`src/ala_pkg.sv`:
```
// ---------------------------------------------------------------------------
// ala_pkg: shared constants for the ASCII line assembler
// Line store geometry, field widths, register map, result kinds, drop reason
// codes, character codes and shared types.
`default_nettype none

package ala_pkg;

  // Line store depth and derived widths
  localparam int LINE_MAX = 64;
  localparam int ADDR_W   = $clog2(LINE_MAX);
  localparam int LEN_W    = $clog2(LINE_MAX + 1);

  // Payload and register widths
  localparam int BYTE_W     = 8;
  localparam int COUNT_W    = 32;
  localparam int OUT_SIZE_W = 7;
  localparam int REASON_W   = 2;
  localparam int PADDR_W    = 3;
  localparam int PDATA_W    = 32;

  // Register map (byte addresses, decoded on bit 2)
  localparam logic REG_ENABLE   = 1'b0;
  localparam logic REG_OUT_SIZE = 1'b1;

  localparam logic [OUT_SIZE_W-1:0] OUT_SIZE_RESET = 7'd65;
  localparam logic [OUT_SIZE_W-1:0] OUT_SIZE_MIN   = 7'd2;

  // Result kinds
  localparam logic KIND_CHAR = 1'b0;
  localparam logic KIND_DROP = 1'b1;

  // Drop reasons
  localparam logic [REASON_W-1:0] DROP_NONE     = 2'd0;
  localparam logic [REASON_W-1:0] DROP_OVERFLOW = 2'd1;
  localparam logic [REASON_W-1:0] DROP_TOO_LONG = 2'd2;
  localparam logic [REASON_W-1:0] DROP_NONPRINT = 2'd3;

  // Character codes
  localparam logic [BYTE_W-1:0] CH_LF    = 8'd10;
  localparam logic [BYTE_W-1:0] CH_CR    = 8'd13;
  localparam logic [BYTE_W-1:0] CH_TAB   = 8'd9;
  localparam logic [BYTE_W-1:0] CH_VT    = 8'd11;
  localparam logic [BYTE_W-1:0] CH_FF    = 8'd12;
  localparam logic [BYTE_W-1:0] CH_SPACE = 8'd32;
  localparam logic [BYTE_W-1:0] CH_TILDE = 8'd126;

  typedef logic [BYTE_W-1:0]     byte_t;
  typedef logic [COUNT_W-1:0]    count_t;
  typedef logic [REASON_W-1:0]   reason_t;
  typedef logic [PADDR_W-1:0]    paddr_t;
  typedef logic [PDATA_W-1:0]    pdata_t;

endpackage

`default_nettype wire

```
`src/ala_ram.sv`:
```
// ---------------------------------------------------------------------------
// ala_ram: generic single-port-write, single-port-read RAM
// One write and one read per cycle; read data registered, held when idle.
// ---------------------------------------------------------------------------
`default_nettype none

module ala_ram #(
  parameter int WIDTH = 8,
  parameter int DEPTH = 64
) (
  input  wire logic                     clk,
  input  wire logic                     we,
  input  wire logic [$clog2(DEPTH)-1:0] waddr,
  input  wire logic [WIDTH-1:0]         wdata,
  input  wire logic                     re,
  input  wire logic [$clog2(DEPTH)-1:0] raddr,
  output logic      [WIDTH-1:0]         rdata
);

  logic [WIDTH-1:0] mem [DEPTH];

  // Write port
  always_ff @(posedge clk) begin
    if (we) begin
      mem[waddr] <= wdata;
    end
  end

  // Registered read port
  always_ff @(posedge clk) begin
    if (re) begin
      rdata <= mem[raddr];
    end
  end

endmodule

`default_nettype wire

```
`src/ascii_line_assembler_core.sv`:
```
// A drop result appears in the cycle after the byte that causes it; the first
// character of an accepted line passes through the replay state, the line store
// read register and the output register. One byte is taken per cycle while
// collecting and the output is not stalled; an accepted line holds off input
// until its last character loads. Reset is synchronous: it clears the line,
// counters and registers (enable 0, out_size 65), but not the line store.
// ---------------------------------------------------------------------------
// ascii_line_assembler_core: CR/LF line assembler with trim and drop checks
// Collects bytes into a line store, trims whitespace, checks length and
// printability, and replays accepted lines one character per request.
// ---------------------------------------------------------------------------
`default_nettype none

module ascii_line_assembler_core (
  input  wire logic            clk,
  input  wire logic            rst,
  // Configuration port
  input  wire logic            psel,
  input  wire logic            penable,
  input  wire logic            pwrite,
  input  wire ala_pkg::paddr_t paddr,
  input  wire ala_pkg::pdata_t pwdata,
  output ala_pkg::pdata_t      prdata,
  output logic                 pready,
  // Input channel
  input  wire logic            in_valid,
  output logic                 in_stall,
  input  wire ala_pkg::byte_t  rx_byte,
  // Output channel
  output logic                 out_valid,
  input  wire logic            out_stall,
  output logic                 kind,
  output ala_pkg::byte_t       data_byte,
  output logic                 last,
  output ala_pkg::reason_t     drop_reason,
  output ala_pkg::count_t      line_count,
  output ala_pkg::count_t      drop_count
);

  import ala_pkg::*;

  localparam logic ST_COLLECT = 1'b0;
  localparam logic ST_EMIT    = 1'b1;

  // Registers
  logic                  enable;
  logic [OUT_SIZE_W-1:0] out_size;
  logic                  state;
  logic [LEN_W-1:0]      line_len;
  logic [LEN_W-1:0]      first_idx;
  logic [LEN_W-1:0]      last_idx;
  logic                  bad_flag;
  logic                  pend_flag;
  logic [ADDR_W-1:0]     rd_addr;
  logic [LEN_W-1:0]      rd_left;
  logic [LEN_W-1:0]      emit_left;
  logic                  rd_pending;
  count_t                accepted_lines;
  count_t                dropped_lines;

  // Combinational helpers
  logic             cfg_write;
  logic             out_free;
  logic             in_take;
  logic             active;
  logic             is_end;
  logic             is_blank;
  logic             is_nonprint;
  logic             full;
  logic [LEN_W-1:0] trim_len;
  logic             too_long;
  logic             rd_issue;
  logic             rd_load;
  logic             ram_we;
  byte_t            ram_rdata;

  // Register port
  assign pready    = 1'b1;
  assign cfg_write = psel && penable && pwrite && pready;

  always_ff @(posedge clk) begin
    if (rst) begin
      enable   <= 1'b0;
      out_size <= OUT_SIZE_RESET;
    end else if (cfg_write) begin
      case (paddr[2])
        REG_ENABLE:   enable   <= pwdata[0];
        REG_OUT_SIZE: out_size <= pwdata[OUT_SIZE_W-1:0];
        default:      ;
      endcase
    end
  end

  always_comb begin
    case (paddr[2])
      REG_ENABLE:   prdata = {{(PDATA_W-1){1'b0}}, enable};
      REG_OUT_SIZE: prdata = {{(PDATA_W-OUT_SIZE_W){1'b0}}, out_size};
      default:      prdata = '0;
    endcase
  end

  // Handshake: take a byte only while collecting and the output can load
  assign out_free = !out_valid || !out_stall;
  assign in_stall = (state != ST_COLLECT) || !out_free;
  assign in_take  = in_valid && !in_stall;
  assign active   = in_take && enable && (out_size >= OUT_SIZE_MIN);

  // Byte classification
  assign is_end      = (rx_byte == CH_LF) || (rx_byte == CH_CR);
  assign is_blank    = (rx_byte == CH_SPACE) || (rx_byte == CH_TAB) ||
                       (rx_byte == CH_VT) || (rx_byte == CH_FF);
  assign is_nonprint = (rx_byte < CH_SPACE) || (rx_byte > CH_TILDE);
  assign full        = (line_len == LEN_W'(LINE_MAX));
  assign trim_len    = last_idx - first_idx;
  assign too_long    = OUT_SIZE_W'(trim_len) >= out_size;

  // Store a byte while collecting
  assign ram_we = active && !is_end && !full;

  // Replay reads: issue when the read register is free or being drained
  assign rd_load  = (state == ST_EMIT) && rd_pending && out_free;
  assign rd_issue = (state == ST_EMIT) && (rd_left != '0) && (!rd_pending || out_free);

  ala_ram #(
    .WIDTH (BYTE_W),
    .DEPTH (LINE_MAX)
  ) u_line_store (
    .clk   (clk),
    .we    (ram_we),
    .waddr (line_len[ADDR_W-1:0]),
    .wdata (rx_byte),
    .re    (rd_issue),
    .raddr (rd_addr),
    .rdata (ram_rdata)
  );

  // Line tracking, counters and replay control
  always_ff @(posedge clk) begin
    if (rst) begin
      state          <= ST_COLLECT;
      line_len       <= '0;
      first_idx      <= '0;
      last_idx       <= '0;
      bad_flag       <= 1'b0;
      pend_flag      <= 1'b0;
      rd_left        <= '0;
      emit_left      <= '0;
      rd_pending     <= 1'b0;
      accepted_lines <= '0;
      dropped_lines  <= '0;
    end else begin
      if (active) begin
        if (!is_end) begin
          if (full) begin
            // Overflow: drop the line and discard the byte
            dropped_lines <= dropped_lines + 1'b1;
            line_len      <= '0;
            first_idx     <= '0;
            last_idx      <= '0;
            bad_flag      <= 1'b0;
            pend_flag     <= 1'b0;
          end else begin
            line_len <= line_len + 1'b1;
            if (!is_blank) begin
              if (last_idx == '0) begin
                first_idx <= line_len;
              end
              last_idx  <= line_len + 1'b1;
              // A held blank control byte is now interior
              if (pend_flag || is_nonprint) begin
                bad_flag <= 1'b1;
              end
              pend_flag <= 1'b0;
            end else if (is_nonprint && (last_idx != '0)) begin
              pend_flag <= 1'b1;
            end
          end
        end else begin
          // Line end: judge the trimmed line, then clear
          if (last_idx != '0) begin
            if (too_long || bad_flag) begin
              dropped_lines <= dropped_lines + 1'b1;
            end else begin
              accepted_lines <= accepted_lines + 1'b1;
              state          <= ST_EMIT;
              rd_left        <= trim_len;
              emit_left      <= trim_len;
            end
          end
          line_len  <= '0;
          first_idx <= '0;
          last_idx  <= '0;
          bad_flag  <= 1'b0;
          pend_flag <= 1'b0;
        end
      end

      if (rd_issue) begin
        rd_left <= rd_left - 1'b1;
      end
      if (rd_issue) begin
        rd_pending <= 1'b1;
      end else if (rd_load) begin
        rd_pending <= 1'b0;
      end
      if (rd_load) begin
        emit_left <= emit_left - 1'b1;
        if (emit_left == LEN_W'(1)) begin
          state <= ST_COLLECT;
        end
      end
    end
  end

  // Replay read address: start at the first kept character, then advance
  always_ff @(posedge clk) begin
    if (active && is_end) begin
      rd_addr <= first_idx[ADDR_W-1:0];
    end else if (rd_issue) begin
      rd_addr <= rd_addr + 1'b1;
    end
  end

  // Output register
  always_ff @(posedge clk) begin
    if (rst) begin
      out_valid <= 1'b0;
    end else if (out_free) begin
      out_valid <= rd_load ||
                   (active && !is_end && full) ||
                   (active && is_end && (last_idx != '0) && (too_long || bad_flag));
    end
  end

  always_ff @(posedge clk) begin
    if (rd_load) begin
      kind        <= KIND_CHAR;
      data_byte   <= ram_rdata;
      last        <= (emit_left == LEN_W'(1));
      drop_reason <= DROP_NONE;
    end else if (active) begin
      kind      <= KIND_DROP;
      data_byte <= '0;
      last      <= 1'b1;
      if (!is_end) begin
        drop_reason <= DROP_OVERFLOW;
      end else if (too_long) begin
        drop_reason <= DROP_TOO_LONG;
      end else begin
        drop_reason <= DROP_NONPRINT;
      end
    end
  end

  // Counters drive the outputs directly; the accepted count steps at the line end
  assign line_count = accepted_lines;
  assign drop_count = dropped_lines;

  // Checks
  a_pending_in_emit: assert property (@(posedge clk) disable iff (rst)
    rd_pending |-> (state == ST_EMIT))
    else $error("read pending outside replay");

  a_emit_count: assert property (@(posedge clk) disable iff (rst)
    (state == ST_EMIT) == (emit_left != '0))
    else $error("replay count out of step with state");

  a_drop_shape: assert property (@(posedge clk) disable iff (rst)
    (out_valid && (kind == KIND_DROP)) |-> (last && (drop_reason != DROP_NONE)))
    else $error("drop request without last or reason");

  a_line_count_step: assert property (@(posedge clk) disable iff (rst)
    (!$past(rst) && (line_count != $past(line_count))) |->
      (line_count == $past(line_count) + 1'b1))
    else $error("line counter jumped");

endmodule

`default_nettype wire
```
`config.mk`:
```
export PLATFORM = sky130hd
export DESIGN_NAME = ascii_line_assembler_core
export DESIGN_NICKNAME = d
export VERILOG_FILES = /design/src/ala_pkg.sv /design/src/ala_ram.sv /design/src/ascii_line_assembler_core.sv
export SDC_FILE = /design/constraint.sdc
export NUM_CORES = 1
export LEC_CHECK = 0
export BUFFER_PORTS_ARGS = -buffer_cell sky130_fd_sc_hd__buf_2
export CAP_MARGIN = 20
export CORE_MARGIN = 2
export CORE_UTILIZATION = 40
export DETAILED_ROUTE_END_ITERATION = 10
export SLEW_MARGIN = 10
export SYNTH_ARGS = -nofsm -noshare
export SYNTH_HDL_FRONTEND = slang
export SYNTH_SLANG_ARGS = --single-unit
export TNS_END_PERCENT = 50
```
`constraint.sdc`:
```
create_clock -name clk -period 5.6 [get_ports clk]
set_clock_uncertainty 0.2 [all_clocks]
set_input_delay 0.84 -clock clk [delete_from_list [all_inputs] [get_ports clk]]
set_output_delay 0.84 -clock clk [all_outputs]
set_load 0.01 [all_outputs]
```
# After elaboration in Yosys (flattened, before gate mapping)
# Memory sizes are Yosys's and may differ from the RTL's. A register that Yosys moved wholly into a read port is not among the register bits.
# Index checks and enable logic that the tools add are counted.
# W data, S select, Z words.
[word_totals]
reg_bits = 130
ram_bits = 512
wordCells = 152
memories = 1
[memory_table]
columns = ["name", "words", "width", "read_ports", "rd_ports_with_merged_regs", "write_ports", "line", "source"]
rows = [
  ["u_line_store.mem", 64, 8, 1, 1, 1, "ala_ram.sv:20", "logic [WIDTH-1:0] mem [DEPTH];"],
]
[op_classes]
addsub = 7
magnitude_cmp = 4
eq_ne = 14
muxes = 46
bitwise = 2
reduce_logical = 59
[op_table]
columns = ["op", "n"]
rows = [
  ["$mux W32", 4],
  ["$mux W7", 15],
  ["$add A32 B1 Y32 const B", 2],
  ["$pmux W32 S2", 1],
  ["$eq A8 B4 Y1 const B", 5],
  ["$mux W1", 21],
  ["$reduce_bool A2 Y1", 9],
  ["$logic_and A1 B1 Y1", 16],
  ["$mux W8", 2],
  ["$reduce_and A4 Y1", 4],
  ["$reduce_bool A7 Y1", 2],
  ["$sub A7 B1 Y7 const B", 2],
  ["$logic_or A1 B1 Y1", 12],
  ["$mux W6", 2],
  ["$eq A8 B6 Y1 const B", 1],
  ["$gt A8 B7 Y1 const B", 1],
  ["$lt A8 B6 Y1 const B", 1],
  ["$reduce_and A2 Y1", 4],
  ["$add A7 B1 Y7 const B", 1],
  ["$eq A7 B1 Y1 const B", 1],
  ["$eq A7 B7 Y1 const B", 1],
  ["$ge A7 B2 Y1 const B", 1],
  ["$ge A7 B7 Y1", 1],
  ["$logic_not A1 Y1", 7],
  ["other kinds (11)", 16],
]

# Logic depth before layout (Yosys ltp)
[depth]
word_depth = 12
mapped_depth = 18

# Hierarchy
# Synthesis repeated with hierarchy kept, for this count alone.
[unflattened]
hier_cells = 1782
area_unflattened_um2 = 27224.9
[modules_own_cells]
columns = ["mod", "instances", "cells_each", "area_per_inst_um2"]
rows = [
  ["ala_ram", 1, 940, 20246.9],
  ["ascii_line_assembler_core", 1, 842, 6977.9],
]

# Worst setup path after synthesis
# Ideal clock, no wire load.
[synth_timing]
path_kind = "flip-flop to flip-flop"
start = "register last_idx[0]"
end = "register accepted_lines[26], in the netlist line_count[26]"
setup_ps = 70
t_arrival_ps = 3758
required_ps = 5330
slack_ps = 1572
path_stages_with_launch = 18
n_path_buf = 1
period_less_slack_ps = 4028
path_cell_list = "dfxtp_1 -> inv_1 -> ha_1 -> inv_1 -> fa_1 -> nand3_1 -> a21oi_1 -> o21a_1 -> or3_1 -> nand2_1 -> ha_1 -> a21o_1 -> or2_1 -> a211o_1 -> or4_1 -> clkbuf_1 -> or4_1 -> a21oi_1"
[synth_between]
elab_chain_cells = 5
[synth_lines]
columns = ["item", "line", "source"]
rows = [
  ["start, declared", "ascii_line_assembler_core.sv:51", "logic [LEN_W-1:0] last_idx;"],
  ["start signal, assigned", "ascii_line_assembler_core.sv:168", "last_idx <= line_len + 1'b1;"],
  ["$sub A7 B7 Y7", "ascii_line_assembler_core.sv:114", "assign trim_len = last_idx - first_idx;"],
  ["$ge A7 B7 Y1", "ascii_line_assembler_core.sv:115", "assign too_long = OUT_SIZE_W'(trim_len) >= out_size;"],
  ["$logic_or A1 B1 Y1", "ascii_line_assembler_core.sv:181", "if (too_long || bad_flag) begin"],
  ["$not A1 Y1 (no line)", "n/a", ""],
  ["$reduce_and A4 Y1 (no line) (*)", "n/a", ""],
  ["end signal, assigned", "ascii_line_assembler_core.sv:184", "accepted_lines <= accepted_lines + 1'b1;"],
  ["end, declared", "ascii_line_assembler_core.sv:58", "count_t accepted_lines;"],
]
# Mark *: on every way between the ends. The rest lies on a longest branch, timed or not.
# A chain may end at the register's enable or synchronous reset.

# Worst setup path after layout
# Ends and elaborated chain as after synthesis.

==> flow_summary_export.csv <==
group,metric,value,unit
outcome,status,"complete, no violations",
drt,via_per_inst,5.664,
drt,postRouteWirelength,62640,um
floorplan,ioPinCount,161,
timing,finalHoldViolCount,0,
grt,grt_pass1_vias,15610,
placed_design,pre_cts_ws,0.8274,ns
final_layout,layout.nets,1902,
yosys,synth-seq-area-share,68.76,%
power,ir_drop,0.0001880,V
power,switchingPower,0.002011,W
placed_design,place_congestion,0.7918,
timing,finalSetupTns,0,ns
drt,wire_per_inst,22.82,um
critical_path,slowest_delay,0.88,ns
yosys,ys_warn_count,0,
critical_path,cp_max_fo,18,
critical_path,rr_worst_depth,16,
grt,grt_util_all_layers,18.14,%
critical_path,worst-endpoint-required,5.94,ns
clocking,root_buffer,"clkbuf_16",
clocking,cts_tree,"yes",
power,p_comb_share,1.4,%
timing,relSlewSlack,34.64,%
flow_run,cap_violations,0,
clocking,clkTransAtPathRegs,0.06,ns
grt,antenna_found_initial,0,
timing,slew_violations,0,
floorplan,coreArea,65980,sq um
drt,drt_first_pass_iters,5,
power,p_leak,9.745,nW
floorplan,initial_core_util,40.49,%
final_layout,drive_gt1_share,20.64,%
drt,drc,0,
power,p_per_area,322.6,nW/um^2
clocking,cts_hold_buf,0,
clocking,clk_latency,0.61,ns
critical_path,endpoint_kind,"register",
clocking,cts_resized,0,
yosys,syn_inst,1717,
critical_path,arrival,5.15,ns
critical_path,path_class,"register to register",
clocking,cts_sinks,650,
clocking,clockBufferDepth,3,
yosys,yosys_register_bits,650,
drt,ant_nets,0,
final_layout,layout_commonest_cell,"edfxtp_1",
floorplan,fp.dieArea,68870,sq um
worst_hold_path,min-delay-path-class,"register to register",
timing,period_minus_slack,4.809,ns
critical_path,endpoint,"line_count[26]",
floorplan,die_x,262.4,um
critical_path,critPathTopFamily,"simple AND/OR/NAND/NOR gates",
placed_design,port-buffer-count,107,
power,p_int,0.007797,W
yosys,async_flop_share,0,%
timing,setup_viol,0,
grt,grt_max_degree,103,
yosys,synth_area,26710,sq um
clocking,cts_buffers,69,
floorplan,die_h,262.4,um
final_layout,areaGrowthSynthToFinish,13.81,%
yosys,yosysUniqueCellTypes,63,
critical_path,cp_slowest_cell,"or4_1",
drt,num_vias,15549,
power,swShare,20.51,%
critical_path,r2r_end,"line_count[26]",
critical_path,rr_startpoint,"last_idx[0]",
yosys,syn_avg_cell_area,15.56,sq um
timing,period_share,85.87,%
clocking,htreeDepth,3,
timing,tightest_slew,0.9701,ns
grt,grt_overflow,0,
critical_path,crit_start,"last_idx[0]",
final_layout,final_util,46.08,%
critical_path,reg2reg_slack,0.79,ns
critical_path,cp_num_buf_inv,2,
final_layout,final_cell_mix,"edfxtp_1, nor2_1, mux4_2, dfxtp_1, buf_2",
critical_path,path_depth,16,
yosys,ys_dominant_reg_cell,"edfxtp_1",
power,share_seq_of_total_power,53.3,%
timing,rsz0062_at_grt,"false",
floorplan,placementRows,94,
critical_path,cp-start-kind,"register",
yosys,synth-edff-count,535,
clocking,postCtsSetupBuffers,0,
final_layout,fin_cells,2745,
timing,max_freq,208.0,MHz
placed_design,dp.cells,2621,
timing,worst_slack,0.7913,ns
drt,drtIter0Drc,1443,
power,power.share.clock,45.2,%
placed_design,place_hpwl,38490,um
critical_path,worstPathCellList,"inv_1 > ha_1 > inv_1 > fa_1 > nand3_1 > a21oi_1 > o21a_1 > or3_1 > nand2_1 > ha_1 > a21o_1 > or2_1 > a211o_1 > or4_1 > or4_1 > a21oi_1",
grt,grt_pass1_wl,95690,um
## worst min-delay path by stage
stage	slack [ns]	depth (start not counted)	from	endpoint
global route	0.25	3	pwdata[0]	out_size[0]
detailed placement	0.24	2	drop_reason[1]	drop_reason[1]
finish	0.25	2	drop_reason[1]	drop_reason[1]
floorplan	0.25	2	out_size[3]	out_size[3]
CTS	0.24	3	pwdata[6]	out_size[6]
global placement	0.24	2	drop_reason[1]	drop_reason[1]
## sequential cells by signal, indices dropped and copies added (netlist names), 2 cells and up
name                count
emit_left               7
line_len                7
rd_addr                 6
drop_reason             2
first_idx               7
data_byte               8
rd_left                 7
last_idx                7
out_size                7
u_line_store.mem      512
line_count             32
u_line_store.rdata      8
drop_count             32
## per-layer routing
layer | part of all wire [%] | up-vias | global-route usage (%)
li1 | - | 7014 | -
met1 | 43 | 8004 | 24.77
met2 | 49 | 433 | 30.07
met3 | 5.2 | 98 | 2.680
met4 | 2.5 | 0 | 5.763
met5 | 0 | - | 0
## through the flow
step | hold WS (ns) | total power, W | instance area (sq um)
global route | 0.2524 | 0.01009 | 30400
CTS | 0.2392 | 0.009900 | 30370
global placement | 0.2406 | 0.005470 | 28180
floorplan | 0.2490 | 0.005392 | 26800
detailed placement | 0.2425 | 0.005478 | 28180
finish | 0.2520 | 0.009808 | 30400
## final cells by class
type                    instances  area (sq um)
fillers                      5708         35580
flip-flops and latches        650         18370
multi-input cells             937          7769
clock buffers                  79          1785
well taps                     864          1081
repair buffers                138         865.8
clock inverters                43         406.6
inverters                      33         123.9
diodes                          1         2.502
## cell families (layout without fill, tap and decap cells)
kind of cell / Yosys count / in the layout / synth area share, %
adders and majority gates: 23 / 23 / 1.105
other: 2 / 27 / 0.02811
AOI/OAI and AO/OA: 279 / 279 / 7.138
and+or+nand+nor: 450 / 450 / 8.520
xor gates and xnor gates: 25 / 25 / 0.8197
buffers and inverters: 154 / 293 / 2.590
muxes: 134 / 134 / 11.04
DFF: 650 / 650 / 68.76
## power groups by stage
stage          Combinational (W)  Sequential [W]  Clock [W]
6_report                0.000141         0.00523    0.00444
5_1_grt                 0.000155         0.00523    0.00470
4_1_cts                 0.000144         0.00523    0.00453
3_5_place_dp            0.000144         0.00533          0
3_3_place_gp            0.000137         0.00533          0
2_1_floorplan          0.0000560         0.00534          0
## cells in the mapped netlist, drive strengths merged, types with 23 or more instances
cell type / number / area [sq um]
nand3: 51 / 255.2
or4: 37 / 277.8
dfxtp: 115 / 2302
o31ai: 35 / 262.8
o21ai: 34 / 170.2
clkbuf: 68 / 255.2
buf: 53 / 312.8
a22oi: 43 / 322.8
mux4: 128 / 2883
or3: 23 / 143.9
edfxtp: 535 / 16070
a21oi: 76 / 380.4
nor2: 130 / 490.5
inv: 32 / 120.1
nand2: 95 / 359.1
## tightest hold or removal path, stage by stage (launching register included)
cell and delay, ns:
dfxtp_1 0.31, nand3_1 0.06, nand2_1 0.04
(Power assumes the default switching activity.)
